===== config.mk =====
export PLATFORM = sky130hd
export DESIGN_NAME = stim_current_session_sequencer_flat
export DESIGN_NICKNAME = d
export VERILOG_FILES = /design/src/rtl/scss_pkg.sv /design/src/rtl/scss_tick_if.sv /design/src/rtl/scss_result_if.sv /design/src/rtl/stim_current_session_sequencer.sv /design/src/flat_wrapper.sv
export SDC_FILE = /design/constraint.sdc
export NUM_CORES = 1
export LEC_CHECK = 0
export ABC_AREA = 1
export BUFFER_PORTS_ARGS = -buffer_cell sky130_fd_sc_hd__buf_2
export CORE_MARGIN = 3
export CORE_UTILIZATION = 50
export DETAILED_ROUTE_END_ITERATION = 12
export PLACE_DENSITY = 0.69
export SETUP_SLACK_MARGIN = 0.2
export SLEW_MARGIN = 20
export SYNTH_ARGS = -nofsm -noshare
export SYNTH_HDL_FRONTEND = slang
export SYNTH_SLANG_ARGS = --single-unit

===== constraint.sdc =====
create_clock -name i_clk -period 24.1 [get_ports i_clk]
set_input_delay 1.205 -clock i_clk [delete_from_list [all_inputs] [get_ports i_clk]]
set_output_delay 1.205 -clock i_clk [all_outputs]
set_load 0.01 [all_outputs]

===== src/rtl/scss_pkg.sv =====
`timescale 1ns / 1ps
package scss_pkg;

    localparam int unsigned CUR_W  = 15;
    localparam int unsigned MEAS_W = 16;
    localparam int unsigned MS_W   = 32;
    localparam int unsigned DAC_W  = 16;
    localparam int unsigned CFG_IDX_W  = 3;
    localparam int unsigned CFG_DATA_W = 32;

    localparam logic [CUR_W-1:0] CUR_CAP  = 15'd19990;
    localparam logic [CUR_W-1:0] CUR_STEP = 15'd10;
    // 3.2852 in unsigned q2.16, rounded to nearest
    localparam logic [17:0] DAC_GAIN_Q16 = 18'd215299;

    // configuration register indexes
    localparam logic [CFG_IDX_W-1:0] CFG_MAX_CURRENT   = 3'd0;
    localparam logic [CFG_IDX_W-1:0] CFG_HOLD_TIME_MS  = 3'd1;
    localparam logic [CFG_IDX_W-1:0] CFG_IMP_THRESHOLD = 3'd2;
    localparam logic [CFG_IDX_W-1:0] CFG_OPEN_FLOOR    = 3'd3;
    localparam logic [CFG_IDX_W-1:0] CFG_OC_LIMIT      = 3'd4;

    // phase codes as seen on the result channel
    localparam logic [1:0] PH_CODE_UP   = 2'd0;
    localparam logic [1:0] PH_CODE_HOLD = 2'd1;
    localparam logic [1:0] PH_CODE_DOWN = 2'd2;
    localparam logic [1:0] PH_CODE_DONE = 2'd3;

    typedef enum logic [3:0] {
        PH_UP   = 4'b0001,
        PH_HOLD = 4'b0010,
        PH_DOWN = 4'b0100,
        PH_DONE = 4'b1000
    } t_phase;

    typedef enum logic [1:0] {
        FAULT_OK      = 2'd0,
        FAULT_HW_OC   = 2'd1,
        FAULT_OPEN    = 2'd2,
        FAULT_SW_OC   = 2'd3
    } t_fault;

    function automatic logic [1:0] phase_code(input t_phase ph);
        logic [1:0] code;
        case (ph)
            PH_UP:   code = PH_CODE_UP;
            PH_HOLD: code = PH_CODE_HOLD;
            PH_DOWN: code = PH_CODE_DOWN;
            PH_DONE: code = PH_CODE_DONE;
            default: code = PH_CODE_UP;
        endcase
        return code;
    endfunction

endpackage


===== src/rtl/scss_tick_if.sv =====
`timescale 1ns / 1ps
interface scss_tick_if;
    import scss_pkg::*;

    logic              valid;
    logic              ready;
    logic              start_req;
    logic              abort;
    logic              hw_overcurrent;
    logic [MEAS_W-1:0] meas_current;
    logic [MS_W-1:0]   now_ms;

    modport source (
        output valid, start_req, abort, hw_overcurrent, meas_current, now_ms,
        input  ready
    );
    modport sink (
        input  valid, start_req, abort, hw_overcurrent, meas_current, now_ms,
        output ready
    );
endinterface


===== src/rtl/scss_result_if.sv =====
`timescale 1ns / 1ps
interface scss_result_if;
    import scss_pkg::*;

    logic              valid;
    logic              ready;
    logic [CUR_W-1:0]  cmd_current;
    logic [DAC_W-1:0]  dac_code;
    logic              dac_write;
    logic              report_valid;
    logic [MEAS_W-1:0] measured_echo;
    logic [1:0]        phase;
    logic [1:0]        fault;

    modport source (
        output valid, cmd_current, dac_code, dac_write, report_valid,
               measured_echo, phase, fault,
        input  ready
    );
    modport sink (
        input  valid, cmd_current, dac_code, dac_write, report_valid,
               measured_echo, phase, fault,
        output ready
    );
endinterface


===== src/rtl/stim_current_session_sequencer.sv =====
`timescale 1ns / 1ps
// stimulation current session sequencer
// i_tick: one transfer per timer tick with start/abort requests, the hardware
//   overcurrent flag, the measured electrode current and the millisecond time
// o_result: one transfer per tick with the commanded current, its dac code and
//   write strobe, the report fields, the session phase after the tick and the
//   highest-priority fault
// i_cfg_*: register writes (plateau current, hold time, fault thresholds); the
//   user must make them only while no tick is in flight, the block does not enforce this
// datapath: a taken tick sits in the input register, is stepped by the phase
//   logic and the dac multiplier, and lands in the result register
// throughput: one tick per cycle while o_result does not stall; the session
//   state is updated as the tick leaves the input register, so consecutive
//   ticks see each other's update
// reset: phase ramp-up, current 0, hold start 0, registers at their defaults,
//   both pipeline stages empty
// stall: a result waiting on o_result.ready holds; one more tick can still be
//   taken into the input register, after which i_tick.ready drops
module stim_current_session_sequencer (
    input  logic                           i_clk,
    input  logic                           i_rst_n,
    scss_tick_if.sink                      i_tick,
    scss_result_if.source                  o_result,
    input  logic                           i_cfg_we,
    input  logic [scss_pkg::CFG_IDX_W-1:0] i_cfg_idx,
    input  logic [scss_pkg::CFG_DATA_W-1:0] i_cfg_wdata
);
    import scss_pkg::*;

    // configuration registers
    logic [CUR_W-1:0]  r_max_current;
    logic [MS_W-1:0]   r_hold_time_ms;
    logic [CUR_W-1:0]  r_imp_threshold;
    logic [MEAS_W-1:0] r_open_floor;
    logic [MEAS_W-1:0] r_oc_limit;

    // session state
    t_phase            r_phase;
    logic [CUR_W-1:0]  r_cur;
    logic [MS_W-1:0]   r_hold_start;

    // input register
    logic              r_in_valid;
    logic              r_in_start;
    logic              r_in_abort;
    logic              r_in_hw;
    logic [MEAS_W-1:0] r_in_meas;
    logic [MS_W-1:0]   r_in_now;

    // result register
    logic              r_out_valid;
    logic [CUR_W-1:0]  r_out_cur;
    logic [DAC_W-1:0]  r_out_dac;
    logic              r_out_wr;
    logic              r_out_rep;
    logic [MEAS_W-1:0] r_out_meas;
    logic [1:0]        r_out_phase;
    t_fault            r_out_fault;

    // step logic
    t_phase            n_phase;
    logic [CUR_W-1:0]  n_cur;
    logic [MS_W-1:0]   n_hold_start;
    t_phase            w_ph0;
    logic [CUR_W-1:0]  w_cur0;
    logic [CUR_W:0]    w_sum;
    logic [MS_W-1:0]   w_elapsed;
    logic              w_wr;
    logic              w_rep;
    t_fault            w_fault;
    logic [CUR_W-1:0]  w_cur_clamp;
    logic [32:0]       w_prod;
    logic [DAC_W:0]    w_code_wide;
    logic [DAC_W-1:0]  w_dac;
    logic              w_adv;
    logic              w_tick_xfer;

    // input stage moves on when the result register is free or being emptied
    assign w_adv       = r_in_valid && (!r_out_valid || o_result.ready);
    assign i_tick.ready = !r_in_valid || w_adv;
    assign w_tick_xfer = i_tick.valid && i_tick.ready;

    // one tick: start, then abort, then the phase step
    always_comb begin
        w_cur0 = r_in_start ? '0 : r_cur;
        w_ph0  = r_in_start ? PH_UP : r_phase;
        if (r_in_abort) begin
            w_ph0 = PH_DOWN;
        end
        w_sum        = {1'b0, w_cur0} + {1'b0, CUR_STEP};
        w_elapsed    = r_in_now - r_hold_start;
        n_phase      = w_ph0;
        n_cur        = w_cur0;
        n_hold_start = r_hold_start;
        w_wr         = 1'b0;
        w_rep        = 1'b0;
        case (w_ph0)
            PH_UP: begin
                n_cur = (w_sum > {1'b0, CUR_CAP}) ? CUR_CAP : w_sum[CUR_W-1:0];
                w_wr  = 1'b1;
                w_rep = 1'b1;
                if (n_cur >= r_max_current || n_cur >= CUR_CAP) begin
                    n_phase      = PH_HOLD;
                    n_hold_start = r_in_now;
                end
            end
            PH_HOLD: begin
                w_rep = 1'b1;
                if (w_elapsed >= r_hold_time_ms) begin
                    n_phase = PH_DOWN;
                end
            end
            PH_DOWN: begin
                n_cur = (w_cur0 > CUR_STEP) ? (w_cur0 - CUR_STEP) : '0;
                w_wr  = 1'b1;
                w_rep = 1'b1;
                if (n_cur <= CUR_STEP) begin
                    n_phase = PH_DONE;
                end
            end
            PH_DONE: begin
            end
            default: begin
            end
        endcase
    end

    // fault check on the stepped current, hardware alarm first
    always_comb begin
        if (r_in_hw) begin
            w_fault = FAULT_HW_OC;
        end else if (n_cur > r_imp_threshold && r_in_meas < r_open_floor) begin
            w_fault = FAULT_OPEN;
        end else if (r_in_meas > r_oc_limit) begin
            w_fault = FAULT_SW_OC;
        end else begin
            w_fault = FAULT_OK;
        end
    end

    // dac code: clamp, scale by the q2.16 gain, truncate, saturate
    assign w_cur_clamp = (n_cur > CUR_CAP) ? CUR_CAP : n_cur;
    assign w_prod      = 33'(w_cur_clamp) * 33'(DAC_GAIN_Q16);
    assign w_code_wide = w_prod[32:16];
    assign w_dac       = w_code_wide[DAC_W] ? '1 : w_code_wide[DAC_W-1:0];

    // control and state
    always_ff @(posedge i_clk) begin
        if (!i_rst_n) begin
            r_max_current   <= '0;
            r_hold_time_ms  <= '0;
            r_imp_threshold <= 15'd500;
            r_open_floor    <= 16'd100;
            r_oc_limit      <= 16'd20000;
            r_phase         <= PH_UP;
            r_cur           <= '0;
            r_hold_start    <= '0;
            r_in_valid      <= 1'b0;
            r_out_valid     <= 1'b0;
        end else begin
            if (i_cfg_we) begin
                case (i_cfg_idx)
                    CFG_MAX_CURRENT:   r_max_current   <= i_cfg_wdata[CUR_W-1:0];
                    CFG_HOLD_TIME_MS:  r_hold_time_ms  <= i_cfg_wdata[MS_W-1:0];
                    CFG_IMP_THRESHOLD: r_imp_threshold <= i_cfg_wdata[CUR_W-1:0];
                    CFG_OPEN_FLOOR:    r_open_floor    <= i_cfg_wdata[MEAS_W-1:0];
                    CFG_OC_LIMIT:      r_oc_limit      <= i_cfg_wdata[MEAS_W-1:0];
                    default: begin
                    end
                endcase
            end
            if (w_adv) begin
                r_phase      <= n_phase;
                r_cur        <= n_cur;
                r_hold_start <= n_hold_start;
            end
            if (w_tick_xfer) begin
                r_in_valid <= 1'b1;
            end else if (w_adv) begin
                r_in_valid <= 1'b0;
            end
            if (w_adv) begin
                r_out_valid <= 1'b1;
            end else if (o_result.ready) begin
                r_out_valid <= 1'b0;
            end
        end
    end

    // payload registers
    always_ff @(posedge i_clk) begin
        if (w_tick_xfer) begin
            r_in_start <= i_tick.start_req;
            r_in_abort <= i_tick.abort;
            r_in_hw    <= i_tick.hw_overcurrent;
            r_in_meas  <= i_tick.meas_current;
            r_in_now   <= i_tick.now_ms;
        end
        if (w_adv) begin
            r_out_cur   <= n_cur;
            r_out_dac   <= w_dac;
            r_out_wr    <= w_wr;
            r_out_rep   <= w_rep;
            r_out_meas  <= w_rep ? r_in_meas : '0;
            r_out_phase <= phase_code(n_phase);
            r_out_fault <= w_fault;
        end
    end

    assign o_result.valid         = r_out_valid;
    assign o_result.cmd_current   = r_out_cur;
    assign o_result.dac_code      = r_out_dac;
    assign o_result.dac_write     = r_out_wr;
    assign o_result.report_valid  = r_out_rep;
    assign o_result.measured_echo = r_out_meas;
    assign o_result.phase         = r_out_phase;
    assign o_result.fault         = r_out_fault;

endmodule


===== src/flat_wrapper.sv =====
// flat-port wrapper written by rule: the top's interface ports become plain ports
module stim_current_session_sequencer_flat import scss_pkg::*;
  (i_clk, i_rst_n, i_cfg_we, i_cfg_idx, i_cfg_wdata, i_tick_valid, i_tick_start_req, i_tick_abort, i_tick_hw_overcurrent, i_tick_meas_current, i_tick_now_ms, i_tick_ready, o_result_valid, o_result_cmd_current, o_result_dac_code, o_result_dac_write, o_result_report_valid, o_result_measured_echo, o_result_phase, o_result_fault, o_result_ready);
  scss_tick_if i_tick_i ();
  scss_result_if o_result_i ();
  input  logic i_clk;
  input  logic i_rst_n;
  input  logic i_cfg_we;
  input  logic [scss_pkg::CFG_IDX_W-1:0] i_cfg_idx;
  input  logic [scss_pkg::CFG_DATA_W-1:0] i_cfg_wdata;
  input wire logic [$bits(i_tick_i.valid)-1:0] i_tick_valid;
  input wire logic [$bits(i_tick_i.start_req)-1:0] i_tick_start_req;
  input wire logic [$bits(i_tick_i.abort)-1:0] i_tick_abort;
  input wire logic [$bits(i_tick_i.hw_overcurrent)-1:0] i_tick_hw_overcurrent;
  input wire logic [$bits(i_tick_i.meas_current)-1:0] i_tick_meas_current;
  input wire logic [$bits(i_tick_i.now_ms)-1:0] i_tick_now_ms;
  output wire logic [$bits(i_tick_i.ready)-1:0] i_tick_ready;
  output wire logic [$bits(o_result_i.valid)-1:0] o_result_valid;
  output wire logic [$bits(o_result_i.cmd_current)-1:0] o_result_cmd_current;
  output wire logic [$bits(o_result_i.dac_code)-1:0] o_result_dac_code;
  output wire logic [$bits(o_result_i.dac_write)-1:0] o_result_dac_write;
  output wire logic [$bits(o_result_i.report_valid)-1:0] o_result_report_valid;
  output wire logic [$bits(o_result_i.measured_echo)-1:0] o_result_measured_echo;
  output wire logic [$bits(o_result_i.phase)-1:0] o_result_phase;
  output wire logic [$bits(o_result_i.fault)-1:0] o_result_fault;
  input wire logic [$bits(o_result_i.ready)-1:0] o_result_ready;
  assign i_tick_i.valid = i_tick_valid;
  assign i_tick_i.start_req = i_tick_start_req;
  assign i_tick_i.abort = i_tick_abort;
  assign i_tick_i.hw_overcurrent = i_tick_hw_overcurrent;
  assign i_tick_i.meas_current = i_tick_meas_current;
  assign i_tick_i.now_ms = i_tick_now_ms;
  assign i_tick_ready = i_tick_i.ready;
  assign o_result_valid = o_result_i.valid;
  assign o_result_cmd_current = o_result_i.cmd_current;
  assign o_result_dac_code = o_result_i.dac_code;
  assign o_result_dac_write = o_result_i.dac_write;
  assign o_result_report_valid = o_result_i.report_valid;
  assign o_result_measured_echo = o_result_i.measured_echo;
  assign o_result_phase = o_result_i.phase;
  assign o_result_fault = o_result_i.fault;
  assign o_result_i.ready = o_result_ready;
  stim_current_session_sequencer u_core (.i_clk(i_clk), .i_rst_n(i_rst_n), .i_tick(i_tick_i), .o_result(o_result_i), .i_cfg_we(i_cfg_we), .i_cfg_idx(i_cfg_idx), .i_cfg_wdata(i_cfg_wdata));
endmodule

* After elaboration in Yosys (flattened, before gate mapping)
Index checks and enable logic that the tools add are counted.
Storage, ports and cells: flip-flop bits (word level) 251, input bits 91
Cells by class: $add $sub $neg 3, $mul 1, magnitude comparators 10, eq/ne operators 10, multiplexer cells 20, reduce and logical (&&, ||, !) cells 19
Operator list (number):
- $mux W15 | 4
- $mul A15 B18 Y33 const B | 1
- $ge A32 B32 Y1 | 1
- $sub A32 B32 Y32 | 1
- $pmux W15 S2 | 1
- $mux W4 | 5
- $add A15 B4 Y16 const B | 1
- $gt A16 B15 Y1 const B | 1
- $gt A16 B16 Y1 | 1
- $lt A16 B16 Y1 | 1
- $ge A15 B15 Y1 | 1
- $ge A15 B15 Y1 const B | 1
- $gt A15 B15 Y1 | 1
- $gt A15 B15 Y1 const B | 1
- $gt A15 B4 Y1 const B | 1
- $le A15 B4 Y1 const B | 1
- $sub A15 B4 Y15 const B | 1
- $pmux W4 S3 | 1
- $reduce_and A2 Y1 | 5
- $eq A4 B2 Y1 const B | 2
- $eq A4 B3 Y1 const B | 2
- $eq A3 B2 Y1 const B | 2
- $mux W1 | 6
- $pmux W2 S3 | 1
- other kinds (13) | 20

* Longest topological paths before layout
word-level depth 10, depth in mapped cells 53, depth with buffers taken out 52

* Worst setup path after synthesis
No wires, ideal clock.
path kind register to register, from register u_core.r_in_start, to register u_core.r_out_dac[10], in the netlist u_core.o_result.dac_code[10], data pin, library setup time 0.268 ns, arrival 7.465 ns, path slack 16.368 ns, stages on the path, launching flop included 45, path buffers 2, period minus slack after synthesis 7.732 ns, path through edfxtp_1 inv_4 buf_6 nand2_2 inv_1 ha_1 inv_1 nand2_1 nand2_2 nor2_4 nand2_1 nand2_1 nand3_1 nor2_1 nand4_1 nand2_4 inv_4 nor2_2 [9 not listed] ha_1 inv_1 fa_1 fa_1 inv_1 fa_1 ha_1 ha_1 nand2_1 nor4_1 nand3_1 nand3_1 a21oi_1 o21bai_1 a21oi_1 xor2_1 clkbuf_1 nand2_1
On the way: cells in the longest elaborated chain, start to end 8, elaborated cells on any way between the ends 15, those cells by class add/sub (2); mul (1); order compare (3); eq/ne (2); mux (7)
RTL lines:
- start, declared | line stim_current_session_sequencer.sv:44 | logic r_in_start;
- start signal, assigned | line stim_current_session_sequencer.sv:193 | r_in_start <= i_tick.start_req;
- $mux W15 | line stim_current_session_sequencer.sv:85 | w_cur0 = r_in_start ? '0 : r_cur;
- $add A15 B4 Y16 | line stim_current_session_sequencer.sv:90 | w_sum = {1'b0, w_cur0} + {1'b0, CUR_STEP};
- $gt A16 B15 Y1 | line stim_current_session_sequencer.sv:99 | n_cur = (w_sum > {1'b0, CUR_CAP}) ? CUR_CAP : w_sum[CUR_W-1:0];
- $mux W15 | line stim_current_session_sequencer.sv:99
- $pmux W15 S2 (*) | line stim_current_session_sequencer.sv:97 | case (w_ph0)
- named net u_core.n_cur[13] | line stim_current_session_sequencer.sv:62 | logic [CUR_W-1:0] n_cur;
- $gt A15 B15 Y1 | line stim_current_session_sequencer.sv:142 | assign w_cur_clamp = (n_cur > CUR_CAP) ? CUR_CAP : n_cur;
- $mux W15 (*) | line stim_current_session_sequencer.sv:142
- $mul A15 B18 Y33 (*) | line stim_current_session_sequencer.sv:143 | assign w_prod = 33'(w_cur_clamp) * 33'(DAC_GAIN_Q16);
- end signal, assigned | line stim_current_session_sequencer.sv:201 | r_out_dac <= w_dac;
- end, declared | line stim_current_session_sequencer.sv:53 | logic [DAC_W-1:0] r_out_dac;
The timed path passes the listed nets; every way through them passes the cells marked *. A chain may end at the register's enable or synchronous reset.

* Worst setup path after layout
from register u_core.r_in_start, to register u_core.r_out_dac[6], in the netlist u_core.o_result.dac_code[6], data pin
Same word-level chain as after synthesis.

==> impl_metrics.tcl <==
set metrics [dict create \
    relSlewSlack_pct 31.9 \
    swShare_pct 40.6 \
    ir_worst_vdd_mv 0.0659 \
    critPathKind "reg2reg" \
    clk_path_buf_depth 3 \
    critical_path_required_ns 24.36 \
    synth.avg_cell_area_um2 8.38 \
    synthArstFlopShare_pct 0 \
    synthAdderAreaFrac_pct 23.7 \
    fin_crit_sh_pct 39.7 \
    power_frac_comb_pct 48.8 \
    cp_slowest_cell "edfxtp_1" \
    dpl-instance-area_um2 18700 \
    syn_inst 2091 \
    num_rows 67 \
    post-route-util_pct 57.7 \
    cts_resized 0 \
    drt_iter0_drc 1166 \
    clock.fmax_ghz 0.105 \
    place_ws_ns 14.41 \
    drive_above_1_share_pct 11.9 \
    synth_area_um2 17500 \
    hold_path_depth 2 \
    yosysSeqAreaShare_pct 34.6 \
    gp_congestion 0.964 \
    power.density_nw_per_um2 94.2 \
    die_y_um 193 \
    cp.arrival_ns 9.82 \
    antenna_found_initial 5 \
    final_antenna_net_count 0 \
    setup_slack_ns 14.54 \
    post-route-drc-count 0 \
    cap_violations 0 \
    postCtsSetupBuffers 0 \
    grt_max_degree 80 \
    slowest_delay_ns 0.63 \
    fin_worst_skew_ns 0.0115 \
    stdcell_count 2695 \
    hp-class "reg2reg" \
    reg2reg_depth 38 \
    synth_edf_count 104 \
    numPortBuffers 145 \
    placed_cells 2640 \
    htreeDepth 1 \
    ys.flop_type "dfxtp_1" \
    synth_seq_cells 251 \
    path_buf_inv 5 \
    wl_per_cell_um 16.7 \
    crit_cells 38 \
    cts.sinks 251 \
    hold_viol 0 \
    synth-compound-area-share_pct 16.0 \
    cp_top_family "adder cells" \
    grt_overflow_total 0 \
    crit_fanout 19 \
    tightest_slew_ns 1.02 \
    rsz0062_at_grt "false" \
    synthDistinctLibCells 52 \
    p_int_w 0.00110 \
    path_clk_slew_ns 0.06 \
    cts_tree "built" \
    syn_nets 2488 \
    final-max-slew-violation-count 0 \
    synth-xor-area-share_pct 2.75 \
    ios 146 \
    pwr-share-clk_pct 23.3 \
    clk_latency_ns 0.55 \
    track_usage_pct 23.6 \
    worstSetupEndpointType "flop" \
    p_seq_share_pct 27.9 \
    outcome "finished, final reports clean" \
    hpwl_mm 35.6 \
    cp-start-kind "flop" \
    cts_buffers 28 \
    yosysWarnings 0 \
    final_area_um2 19600 \
    synth_top_family_by_area "adder cells" \
    setup_viol 0 \
    wl_mm 45.0 \
    start_util_pct 51.5 \
    coreArea_um2 34000 \
    ctsHoldBuffers 0 \
    vias_per_cell 5.36 \
    power_switching_w 0.000751 \
    min_period_ns 9.56 \
    p_leak_nw 9.30 \
    area_growth_pct 12.0 \
    fin_tns_setup_ns 0 \
    die_w_um 193 \
    synth_mux_area_share_pct 0 \
    dieArea_um2 37300 \
    nNetsFinal 2619 \
    grt_pass1_wl_mm 73.1 \
    grt_pass1_vias 13895 \
    first_pass_iters 7 \
    vias 14441 \
    synth-simple-area-share_pct 13.6 \
    clock-root-buffer "clkbuf_16" \
]
power by group through the flow:
| stage | combinational [W] | sequential [W] | clock, W |
|---|---|---|---|
| after floorplan | 0.000641 | 0.000531 | 0 |
| after global placement | 0.000879 | 0.000524 | 0 |
| after detailed placement | 0.000889 | 0.000525 | 0 |
| after CTS | 0.000900 | 0.000516 | 0.000438 |
| after global routing | 0.00104 | 0.000519 | 0.000459 |
| final | 0.000901 | 0.000516 | 0.000431 |
kinds of logic (layout without fill, tap and decap cells):
logic type,after synthesis,after routing
AO/OA/AOI/OAI,513,513
XOR/XNOR,55,55
adder cells (fa/ha/maj),306,306
buffers and inverters,427,580
flip-flops,251,251
other,0,3
AND/OR/NAND/NOR,539,539
metrics by stage:
step                      hold slack (ns)  total power (W)
final                               0.457          0.00185
after global routing                0.477          0.00201
after floorplan                     0.427          0.00117
after global placement              0.439          0.00140
after CTS                           0.460          0.00185
after detailed placement            0.444          0.00141
state kept, by name (all words and copies together), names as in the netlist:
| name | cells |
|---|---|
| u_core.r_open_floor | 16 |
| u_core.r_in_meas | 16 |
| u_core.r_in_start | 1 |
| u_core.o_result.phase | 2 |
| u_core.o_result.dac_code | 16 |
| u_core.r_max_current | 15 |
| u_core.r_oc_limit | 16 |
| u_core.o_result.report_valid | 1 |
| u_core.r_hold_start | 32 |
| u_core.r_hold_time_ms | 32 |
| u_core.o_result.cmd_current | 15 |
| u_core.r_cur | 15 |
| u_core.r_in_now | 32 |
| u_core.o_result.valid | 1 |
| u_core.r_phase | 4 |
| u_core.r_in_abort | 1 |
| u_core.o_result.measured_echo | 16 |
| u_core.o_result.fault | 2 |
| u_core.o_result.dac_write | 1 |
| u_core.r_in_hw | 1 |
| u_core.r_in_valid | 1 |
| u_core.r_imp_threshold | 15 |
worst register-to-register path: cells and delay by family (launching register included):
| kind | cells | cell delay [ns] |
|---|---|---|
| AO/OA/AOI/OAI | 10 | 2.61 |
| XOR/XNOR | 1 | 0.58 |
| adder cells (fa/ha/maj) | 8 | 3.03 |
| buffers and inverters | 5 | 0.67 |
| flip-flops | 1 | 0.63 |
| AND/OR/NAND/NOR | 14 | 1.78 |
layer usage:
layer	global-route usage, %	wire [um]
met5	0	21
met4	5.17	876
met3	4.49	3020
met2	36.6	19600
met1	34.6	21500
layout make-up:
type                            instances  area, um^2
Timing Repair Buffer                  149         758
Clock inverter                         10        70.1
Sequential cell                       251        6070
Inverter                              379        1430
Multi-Input combinational cell       1413        9850
Tap cell                              448         561
Antenna cell                            3        7.51
Clock buffer                           42         881
Fill cell                            3121       14400
placed cells by master, fill, tap and decap left out, types with 5 or more instances in the layout:
master     instances
xnor2_1           16
nor2_2            10
edfxtp_1         104
clkbuf_8           6
inv_2              9
dfxtp_1          147
o21ai_1            9
clkbuf_16         31
nand4_1           21
fa_1              43
nor3_1            21
nor4_1             7
o21ai_0          177
a21oi_1          245
or2_2              6
nand3_1           58
inv_1            366
buf_2            144
buf_4              5
nand2_2           15
nand2_1          278
a31oi_1            7
a211oi_1           9
o21bai_1           7
xor2_1            38
ha_1             263
o21a_1             6
o211ai_1          21
nor2_1           105
synth_stat cells (all sizes together) (9+ instances only):
cell type	number	area share (%)
a21oi	249	7.2
fa	43	4.9
clkbuf	44	0.94
nand2	297	6.7
xor2	39	1.9
xnor2	16	0.80
a211oi	9	0.39
o21ai	188	5.4
edfxtp	104	18
inv	376	8.1
nor3	24	0.84
nor2	118	2.8
ha	263	19
dfxtp	147	17
nand3	63	1.9
o211ai	21	0.90
nand4	21	0.75
worst paths after layout:
path / start / slack (ns) / endpoint
hold / removal: u_core.r_oc_limit[15] / 0.46 / u_core.r_oc_limit[15]
setup / recovery: u_core.r_in_start / 14.54 / u_core.o_result.dac_code[6]
hold reg to reg: u_core.r_oc_limit[15] / 0.46 / u_core.r_oc_limit[15]
setup reg to reg: u_core.r_in_start / 14.54 / u_core.o_result.dac_code[6]
Power figures use the tool's default switching activity.
